===== src/hw/rtl/brm_pkg.sv =====
// Shared types, constants and command codes for the byte register machine.
package brm_pkg;

    localparam int MEM_DEPTH = 64;
    localparam int REG_COUNT = 7;
    localparam int MEM_AW    = $clog2(MEM_DEPTH);
    localparam int REG_AW    = $clog2(REG_COUNT);

    localparam int CMD_W   = 4;
    localparam int REG_W   = 3;
    localparam int CNT_W   = 3;
    localparam int ADDR_W  = 6;
    localparam int BYTE_W  = 8;
    localparam int FULL_W  = 17;   // widest untruncated result (8x8 product plus sign)

    localparam int S_DATA_W = 24;
    localparam int M_DATA_W = 16;

    typedef enum logic [CMD_W-1:0] {
        CMD_ADD   = 4'd0,
        CMD_SUB   = 4'd1,
        CMD_MUL   = 4'd2,
        CMD_DIV   = 4'd3,
        CMD_INC   = 4'd4,
        CMD_DEC   = 4'd5,
        CMD_ROL   = 4'd6,
        CMD_ROR   = 4'd7,
        CMD_SHL   = 4'd8,
        CMD_SHR   = 4'd9,
        CMD_LOAD  = 4'd10,
        CMD_STORE = 4'd11
    } op_t;

    typedef enum logic [2:0] {
        ST_IDLE,
        ST_RD_A,
        ST_RD_B,
        ST_CAP_B,
        ST_PREP,
        ST_DIV,
        ST_WB
    } state_t;

    typedef struct packed {
        logic [ADDR_W-1:0] mem_addr;
        logic [CNT_W-1:0]  shift_count;
        logic [REG_W-1:0]  dst_reg;
        logic [REG_W-1:0]  src_reg;
        logic [CMD_W-1:0]  cmd;
    } instr_t;

    typedef struct packed {
        logic ovf;
        logic unf;
        logic cry;
        logic zro;
    } flags_t;

    typedef struct packed {
        logic              div_zero_error;
        flags_t            flags;
        logic [BYTE_W-1:0] value;
    } result_t;

    // controller -> datapath
    typedef struct packed {
        logic latch;      // take a new instruction
        logic rd_src;     // register file read address = source
        logic cap_a;      // capture destination operand
        logic cap_b;      // capture source operand
        logic div_init;   // load divider
        logic div_step;   // one quotient bit
        logic wb;         // commit and load output register
    } dp_cmd_t;

    // datapath -> controller
    typedef struct packed {
        logic div_run;    // divide with nonzero divisor
        logic div_last;   // final quotient bit this cycle
        logic out_free;   // output register can take a result
    } dp_sts_t;

endpackage


===== src/hw/rtl/brm_ram.sv =====
// Generic single-write, single-read RAM with registered read data.
module brm_ram #(
    parameter int WIDTH = 8,
    parameter int DEPTH = 64
) (
    input  logic                     aclk,
    input  logic                     we,
    input  logic [$clog2(DEPTH)-1:0] waddr,
    input  logic [WIDTH-1:0]         wdata,
    input  logic [$clog2(DEPTH)-1:0] raddr,
    output logic [WIDTH-1:0]         rdata
);

    logic [WIDTH-1:0] mem [DEPTH];

    always_ff @(posedge aclk) begin
        if (we) begin
            mem[waddr] <= wdata;
        end
        rdata <= mem[raddr];
    end

endmodule


===== src/hw/rtl/brm_datapath.sv =====
// Datapath: register file, data memory, ALU, serial divider, flags, output register.
module brm_datapath import brm_pkg::*; (
    input  logic    aclk,
    input  logic    aresetn,
    input  dp_cmd_t cmd,
    input  instr_t  s_instr,
    input  logic    m_ready,
    output dp_sts_t sts,
    output logic    out_valid,
    output result_t out_data
);

    instr_t             instr_reg;
    logic [BYTE_W-1:0]  a_reg, b_reg;
    logic [BYTE_W-1:0]  rem_reg, quo_reg, dvs_reg;
    logic               neg_reg;
    logic [CNT_W-1:0]   cnt_reg;
    flags_t             flags_reg, flags_next;
    logic [REG_COUNT-1:0] rf_valid_reg;
    logic [MEM_DEPTH-1:0] mem_valid_reg;
    logic               rf_vld_reg, mem_vld_reg;
    logic               out_valid_reg, out_valid_next;
    result_t            out_data_reg, out_data_next;

    // register file and memory ports
    logic [REG_W-1:0]   rf_idx;
    logic               rf_hit, rf_we, dst_hit;
    logic [BYTE_W-1:0]  rf_rdata, rf_rd;
    logic               mem_hit, mem_we;
    logic [BYTE_W-1:0]  mem_rdata, mem_rd;

    assign rf_idx  = cmd.rd_src ? instr_reg.src_reg : instr_reg.dst_reg;
    assign rf_hit  = 32'(rf_idx) < REG_COUNT;
    assign dst_hit = 32'(instr_reg.dst_reg) < REG_COUNT;
    assign mem_hit = 32'(instr_reg.mem_addr) < MEM_DEPTH;
    assign rf_rd   = rf_vld_reg ? rf_rdata : '0;
    assign mem_rd  = mem_vld_reg ? mem_rdata : '0;

    brm_ram #(.WIDTH(BYTE_W), .DEPTH(REG_COUNT)) u_rf (
        .aclk  (aclk),
        .we    (rf_we),
        .waddr (REG_AW'(instr_reg.dst_reg)),
        .wdata (out_data_next.value),
        .raddr (REG_AW'(rf_idx)),
        .rdata (rf_rdata)
    );

    brm_ram #(.WIDTH(BYTE_W), .DEPTH(MEM_DEPTH)) u_mem (
        .aclk  (aclk),
        .we    (mem_we),
        .waddr (MEM_AW'(instr_reg.mem_addr)),
        .wdata (out_data_next.value),
        .raddr (MEM_AW'(instr_reg.mem_addr)),
        .rdata (mem_rdata)
    );

    // divider step: restoring, one quotient bit per cycle
    logic [BYTE_W-1:0] shifted;
    logic [BYTE_W:0]   trial;
    assign shifted = {rem_reg[BYTE_W-2:0], quo_reg[BYTE_W-1]};
    assign trial   = {1'b0, shifted} - {1'b0, dvs_reg};

    // execute
    logic signed [FULL_W-1:0] a_x, b_x, full;
    logic signed [2*BYTE_W-1:0] prod;
    logic [FULL_W-1:0] q_ext;
    logic [2*BYTE_W-1:0] rot_l, rot_r;
    logic arith, writes_dst, div_zero;

    assign a_x   = FULL_W'($signed(a_reg));
    assign b_x   = FULL_W'($signed(b_reg));
    assign prod  = $signed(a_reg) * $signed(b_reg);
    assign q_ext = {{(FULL_W-BYTE_W){1'b0}}, quo_reg};
    assign rot_l = {a_reg, a_reg} << instr_reg.shift_count;
    assign rot_r = {a_reg, a_reg} >> instr_reg.shift_count;

    always_comb begin
        full       = '0;
        arith      = 1'b0;
        writes_dst = 1'b0;
        div_zero   = 1'b0;
        out_data_next = '0;
        case (op_t'(instr_reg.cmd))
            CMD_ADD: begin full = a_x + b_x; arith = 1'b1; end
            CMD_SUB: begin full = a_x - b_x; arith = 1'b1; end
            CMD_MUL: begin full = FULL_W'(prod); arith = 1'b1; end
            CMD_DIV: begin
                if (b_reg == '0) begin
                    div_zero = 1'b1;
                end else begin
                    full  = neg_reg ? -$signed(q_ext) : $signed(q_ext);
                    arith = 1'b1;
                end
            end
            CMD_INC: begin full = a_x + FULL_W'(1); arith = 1'b1; end
            CMD_DEC: begin full = a_x - FULL_W'(1); arith = 1'b1; end
            CMD_ROL: begin
                out_data_next.value = rot_l[2*BYTE_W-1:BYTE_W];
                writes_dst = 1'b1;
            end
            CMD_ROR: begin
                out_data_next.value = rot_r[BYTE_W-1:0];
                writes_dst = 1'b1;
            end
            CMD_SHL: begin
                out_data_next.value = a_reg << instr_reg.shift_count;
                writes_dst = 1'b1;
            end
            CMD_SHR: begin
                out_data_next.value = BYTE_W'($signed(a_reg) >>> instr_reg.shift_count);
                writes_dst = 1'b1;
            end
            CMD_LOAD: begin
                out_data_next.value = mem_rd;
                writes_dst = 1'b1;
            end
            CMD_STORE: out_data_next.value = b_reg;
            default: ;
        endcase
        if (arith) begin
            out_data_next.value = full[BYTE_W-1:0];
            writes_dst = 1'b1;
        end
        flags_next = flags_reg;
        if (arith) begin
            flags_next.ovf = full > FULL_W'(127);
            flags_next.unf = full < -FULL_W'(128);
            flags_next.cry = flags_next.ovf | flags_next.unf;
            flags_next.zro = full == '0;
        end
        out_data_next.flags          = flags_next;
        out_data_next.div_zero_error = div_zero;
    end

    assign rf_we  = cmd.wb && writes_dst && dst_hit;
    assign mem_we = cmd.wb && (op_t'(instr_reg.cmd) == CMD_STORE) && mem_hit;

    assign out_valid_next = cmd.wb ? 1'b1 : (m_ready ? 1'b0 : out_valid_reg);

    always_ff @(posedge aclk) begin
        if (!aresetn) begin
            flags_reg     <= '0;
            rf_valid_reg  <= '0;
            mem_valid_reg <= '0;
            out_valid_reg <= 1'b0;
            rf_vld_reg    <= 1'b0;
            mem_vld_reg   <= 1'b0;
        end else begin
            out_valid_reg <= out_valid_next;
            rf_vld_reg    <= rf_hit && rf_valid_reg[REG_AW'(rf_idx)];
            mem_vld_reg   <= mem_hit && mem_valid_reg[MEM_AW'(instr_reg.mem_addr)];
            if (cmd.wb) begin
                flags_reg <= flags_next;
            end
            if (rf_we) begin
                rf_valid_reg[REG_AW'(instr_reg.dst_reg)] <= 1'b1;
            end
            if (mem_we) begin
                mem_valid_reg[MEM_AW'(instr_reg.mem_addr)] <= 1'b1;
            end
        end
    end

    always_ff @(posedge aclk) begin
        if (cmd.latch) begin
            instr_reg <= s_instr;
        end
        if (cmd.cap_a) begin
            a_reg <= rf_rd;
        end
        if (cmd.cap_b) begin
            b_reg <= rf_rd;
        end
        if (cmd.div_init) begin
            rem_reg <= '0;
            quo_reg <= a_reg[BYTE_W-1] ? -a_reg : a_reg;
            dvs_reg <= b_reg[BYTE_W-1] ? -b_reg : b_reg;
            neg_reg <= a_reg[BYTE_W-1] ^ b_reg[BYTE_W-1];
            cnt_reg <= '0;
        end else if (cmd.div_step) begin
            rem_reg <= trial[BYTE_W] ? shifted : trial[BYTE_W-1:0];
            quo_reg <= {quo_reg[BYTE_W-2:0], ~trial[BYTE_W]};
            cnt_reg <= cnt_reg + CNT_W'(1);
        end
        if (cmd.wb) begin
            out_data_reg <= out_data_next;
        end
    end

    assign sts.div_run  = (op_t'(instr_reg.cmd) == CMD_DIV) && (b_reg != '0);
    assign sts.div_last = cnt_reg == '1;
    assign sts.out_free = !out_valid_reg || m_ready;

    assign out_valid = out_valid_reg;
    assign out_data  = out_data_reg;

endmodule


===== src/hw/rtl/brm_ctrl.sv =====
// Controller: sequences operand reads, the divider and write-back.
module brm_ctrl import brm_pkg::*; (
    input  logic    aclk,
    input  logic    aresetn,
    input  logic    s_valid,
    output logic    s_ready,
    input  dp_sts_t sts,
    output dp_cmd_t cmd
);

    state_t state_reg, state_next;

    always_ff @(posedge aclk) begin
        if (!aresetn) begin
            state_reg <= ST_IDLE;
        end else begin
            state_reg <= state_next;
        end
    end

    always_comb begin
        state_next = state_reg;
        cmd        = '0;
        s_ready    = 1'b0;
        case (state_reg)
            ST_IDLE: begin
                s_ready   = 1'b1;
                cmd.latch = s_valid;
                if (s_valid) begin
                    state_next = ST_RD_A;
                end
            end
            ST_RD_A: state_next = ST_RD_B;
            ST_RD_B: begin
                cmd.cap_a  = 1'b1;
                cmd.rd_src = 1'b1;
                state_next = ST_CAP_B;
            end
            ST_CAP_B: begin
                cmd.cap_b  = 1'b1;
                state_next = ST_PREP;
            end
            ST_PREP: begin
                cmd.div_init = 1'b1;
                state_next   = sts.div_run ? ST_DIV : ST_WB;
            end
            ST_DIV: begin
                cmd.div_step = 1'b1;
                if (sts.div_last) begin
                    state_next = ST_WB;
                end
            end
            ST_WB: begin
                if (sts.out_free) begin
                    cmd.wb     = 1'b1;
                    state_next = ST_IDLE;
                end
            end
            default: state_next = ST_IDLE;
        endcase
    end

endmodule


===== src/hw/rtl/byte_register_machine_execute.sv =====
// Top level of the byte register machine execute stage.
//
//  channel | dir | ports                     | beat
//  --------+-----+---------------------------+---------------------------------
//  s_      | in  | s_tvalid s_tready s_tdata | one decoded instruction
//  m_      | out | m_tvalid m_tready m_tdata | written byte, flags, div error
//
// One instruction is in flight at a time: the next is accepted only after write-back.
// The two operand reads share the one register-file read port; the divider
// retires one quotient bit per cycle until the quotient byte is complete.
// Reset: synchronous, active low; registers, memory and flags read as zero
// (per-entry valid bits, no clearing pass).
// Stalls: the result sits in an output register; the next instruction is taken
// and executed meanwhile and only waits at write-back while m_tready is low.
module byte_register_machine_execute import brm_pkg::*; (
    input  logic                aclk,
    input  logic                aresetn,
    input  logic                s_tvalid,
    output logic                s_tready,
    // [3:0] cmd, [6:4] src_reg, [9:7] dst_reg, [12:10] shift_count,
    // [18:13] mem_addr, [23:19] zero
    input  logic [S_DATA_W-1:0] s_tdata,
    output logic                m_tvalid,
    input  logic                m_tready,
    // [7:0] value, [8] overflow_flag, [9] underflow_flag, [10] carry_flag,
    // [11] zero_flag, [12] div_zero_error, [15:13] zero
    output logic [M_DATA_W-1:0] m_tdata
);

    dp_cmd_t cmd;
    dp_sts_t sts;
    instr_t  s_instr;
    result_t res;

    // unpack fields, lowest first
    assign s_instr.cmd         = s_tdata[3:0];
    assign s_instr.src_reg     = s_tdata[6:4];
    assign s_instr.dst_reg     = s_tdata[9:7];
    assign s_instr.shift_count = s_tdata[12:10];
    assign s_instr.mem_addr    = s_tdata[18:13];

    brm_ctrl u_ctrl (
        .aclk    (aclk),
        .aresetn (aresetn),
        .s_valid (s_tvalid),
        .s_ready (s_tready),
        .sts     (sts),
        .cmd     (cmd)
    );

    brm_datapath u_dp (
        .aclk      (aclk),
        .aresetn   (aresetn),
        .cmd       (cmd),
        .s_instr   (s_instr),
        .m_ready   (m_tready),
        .sts       (sts),
        .out_valid (m_tvalid),
        .out_data  (res)
    );

    // pack result, value in the low byte
    assign m_tdata = {3'b000, res.div_zero_error, res.flags.zro, res.flags.cry,
                      res.flags.unf, res.flags.ovf, res.value};

endmodule


===== config.mk =====
export PLATFORM = sky130hd
export DESIGN_NAME = byte_register_machine_execute
export DESIGN_NICKNAME = d
export VERILOG_FILES = /design/src/hw/rtl/brm_pkg.sv /design/src/hw/rtl/brm_ram.sv /design/src/hw/rtl/brm_datapath.sv /design/src/hw/rtl/brm_ctrl.sv /design/src/hw/rtl/byte_register_machine_execute.sv
export SDC_FILE = /design/constraint.sdc
export NUM_CORES = 1
export LEC_CHECK = 0
export BUFFER_PORTS_ARGS = -buffer_cell sky130_fd_sc_hd__buf_2
export CAP_MARGIN = 10
export CORE_AREA = 2 2 285 287
export CTS_CLUSTER_DIAMETER = 200
export DETAILED_ROUTE_END_ITERATION = 10
export DIE_AREA = 0 0 287 289
export PLACE_DENSITY = 0.54
export SLEW_MARGIN = 40
export SYNTH_ARGS = -nofsm -noshare
export SYNTH_HDL_FRONTEND = slang
export SYNTH_SLANG_ARGS = --single-unit

===== constraint.sdc =====
create_clock -name aclk -period 7.05 [get_ports aclk]
set_clock_uncertainty 0.2 [all_clocks]
set_input_delay 0.3525 -clock aclk [delete_from_list [all_inputs] [get_ports aclk]]
set_output_delay 0.3525 -clock aclk [all_outputs]
set_load 0.01 [all_outputs]

==> qor.yml <==
outcome: "finished, final reports clean"
cts_made_buffers: 77
powerDensity_nw_per_um2: 327
io_buffer_count: 37
dr.first_iter.drc_count: 2180
syn-instance-count: 2431
start_util_pct: 40.6
setup_tns_ns: 0
vias_per_cell: 5.79
tightest_slew_ns: 0.947
rsz0062_at_grt: "false"
cts_tree: "yes"
antennaDiodeCount: 0
layout-drive-gt1-share_pct: 13.5
path_class: "reg2reg"
coreArea_um2: 79900
synth_area_um2: 32400
clock_latency_ns: 0.64
synth-edff-count: 633
grt-ovfl-total: 0
critPathArrivalTime_ns: 6.81
rows: 104
hp-class: "in2reg"
largest_register_ffs: 512
routed_wl_mm: 90.7
grt_pass1_vias: 20500
cp.required_ns: 7.39
ant_nets: 0
die_x_um: 287
worst_slew_margin_rel_pct: 36.7
ys_warn_count: 0
grt_max_degree: 82
dieArea_um2: 82900
layout_common_cells: "edfxtp_1, a22oi_1, nand2_1"
synth_cell_types: 84
post-route-util_pct: 46.3
async_reset_ff_share_pct: 0
dp_hpwl_mm: 55.6
crit_fanout: 8
n_fill_cell: 7156
slew_viol_final: 0
cts.sinks: 740
hold_violations: 0
die_h_um: 289
clkTransAtPathRegs_ns: 0.06
place_congestion: 0.896
wl_per_cell_um: 25.1
final-setup-viol-count: 0
drt-pass1-iter-count: 5
max-vdd-ir-drop_mv: 0.214
ios: 46
htreeDepth: 3
fmax_ghz: 0.155
synth_flop_cell: "edfxtp_1"
grt_use_total_pct: 21.7
seq_area_frac_synth_pct: 65.2
final_nets: 2637
ys_seq_elements: 740
finalCriticalPeriod_ns: 6.47
max-cap-violations: 0
root_buffer: "clkbuf_16"
end_kind: "flip-flop"
fin_crit_sh_pct: 91.8
drc: 0
antenna_found_initial: 0
worst_setup_path_start_kind: "flip-flop"
areaGrowthSynthToFinish_pct: 14.0
p_leak_nw: 12.5
synth.avg_cell_area_um2: 13.3
power_mw: 12.1
final_common_cell: "edfxtp_1"
grt_pass1_wl_mm: 134
cts_buffer_depth: 3
vias: 20900
[Yosys cell counts, types with 46 or more instances]
master	number	area share (%)
inv_1	123	1.4
a22oi_1	189	4.4
nor2_1	189	2.2
clkbuf_1	128	1.5
ha_1	61	2.4
a22o_1	57	1.5
a221oi_1	61	1.6
a31oi_1	46	0.89
edfxtp_1	633	59
o21ai_0	68	1.0
a21oi_1	70	1.1
nand2_1	127	1.5
o21a_1	75	1.7
fa_1	58	3.6
dfxtp_1	107	6.6
[where the power goes]
part	total [mW]	internal, mW	switching, mW
Sequential	5.22	5.14	0.0835
Clock	4.07	2.34	1.72
Combinational	2.81	0.948	1.87
[final timing paths]
| kind | startpoint | to | slack (ns) | cells after the start |
|---|---|---|---|---|
| worst max-delay path | u_dp.b_reg[6] | u_dp.flags_reg[3] | 0.58 | 17 |
| worst min-delay path | aresetn | u_dp.mem_valid_reg[14] | 0.03 | 2 |
| worst max register to register | u_dp.b_reg[6] | u_dp.flags_reg[3] | 0.58 | 17 |
| worst min register to register | u_dp.cnt_reg[1] | u_dp.cnt_reg[1] | 0.25 | 2 |
[layout make-up]
class                   count  area, um^2  area share [%]
clock inverters            43         439            1.19
inverters                 128         480            1.30
clock buffers             101        2100            5.67
well taps                1060        1330            3.59
repair buffers            124         930            2.51
multi-input cells        1419       10600            28.5
flip-flops and latches    740       21200            57.2
[cell families after synthesis]
kind of cell               count (synthesis)  share of synthesized area (%)
DFF                                      740                           65.2
AOI/OAI and AO/OA                        685                           15.3
xor gates and xnor gates                  37                           1.04
other                                      1                         0.0116
and+or+nand+nor                          541                           8.03
muxes                                     34                           1.18
buffers and inverters                    274                           3.27
adders and majority gates                119                           5.93
[what timing repair did]
| action | in CTS | in global routing |
|---|---|---|
| hold buffers | 20 | 0 |
| setup endpoints to repair | 0 | 0 |
| endpoints found under the hold margin | 20 | 0 |
| resized for setup | 0 | 0 |
| buffers inserted | 0 | 0 |
[through the flow]
stage | hold WS [ns] | std cells | worst slack [ns] | area (um^2)
after detailed placement | 0.240 | 3449 | 0.731 | 34200
final | 0.0256 | 3615 | 0.580 | 37000
after CTS | 0.00970 | 3613 | 0.677 | 36900
after global placement | 0.229 | 3447 | 0.768 | 34000
after floorplan | 0.220 | 2433 | 0.839 | 32400
after global routing | 0.0498 | 3615 | 0.320 | 37000
[routing by layer]
layer / track usage, % / vias to the layer above / wire length (um)
met5: 0 / - / 0
met1: 30.4 / 10500 / 39300
li1: - / 9442 / -
met3: 2.45 / 155 / 5790
met4: 7.10 / 0 / 2590
met2: 35.3 / 778 / 43000
[worst max-delay path: stages, from the launching register on]
cell and delay [ns]:
edfxtp_1 0.59, and2_1 0.28, fa_1 0.49, fa_1 0.53, fa_1 0.55, inv_1 0.06, fa_1 0.53, inv_1 0.04
ha_1 0.37, a2111oi_0 0.39, o21ai_0 0.26, a32oi_1 0.29, a21oi_1 0.09, o21ai_0 0.60, nand2b_1 0.26, a311oi_1 0.58
a22oi_1 0.17, nor2b_1 0.13
Power figures use the tool's default switching activity.
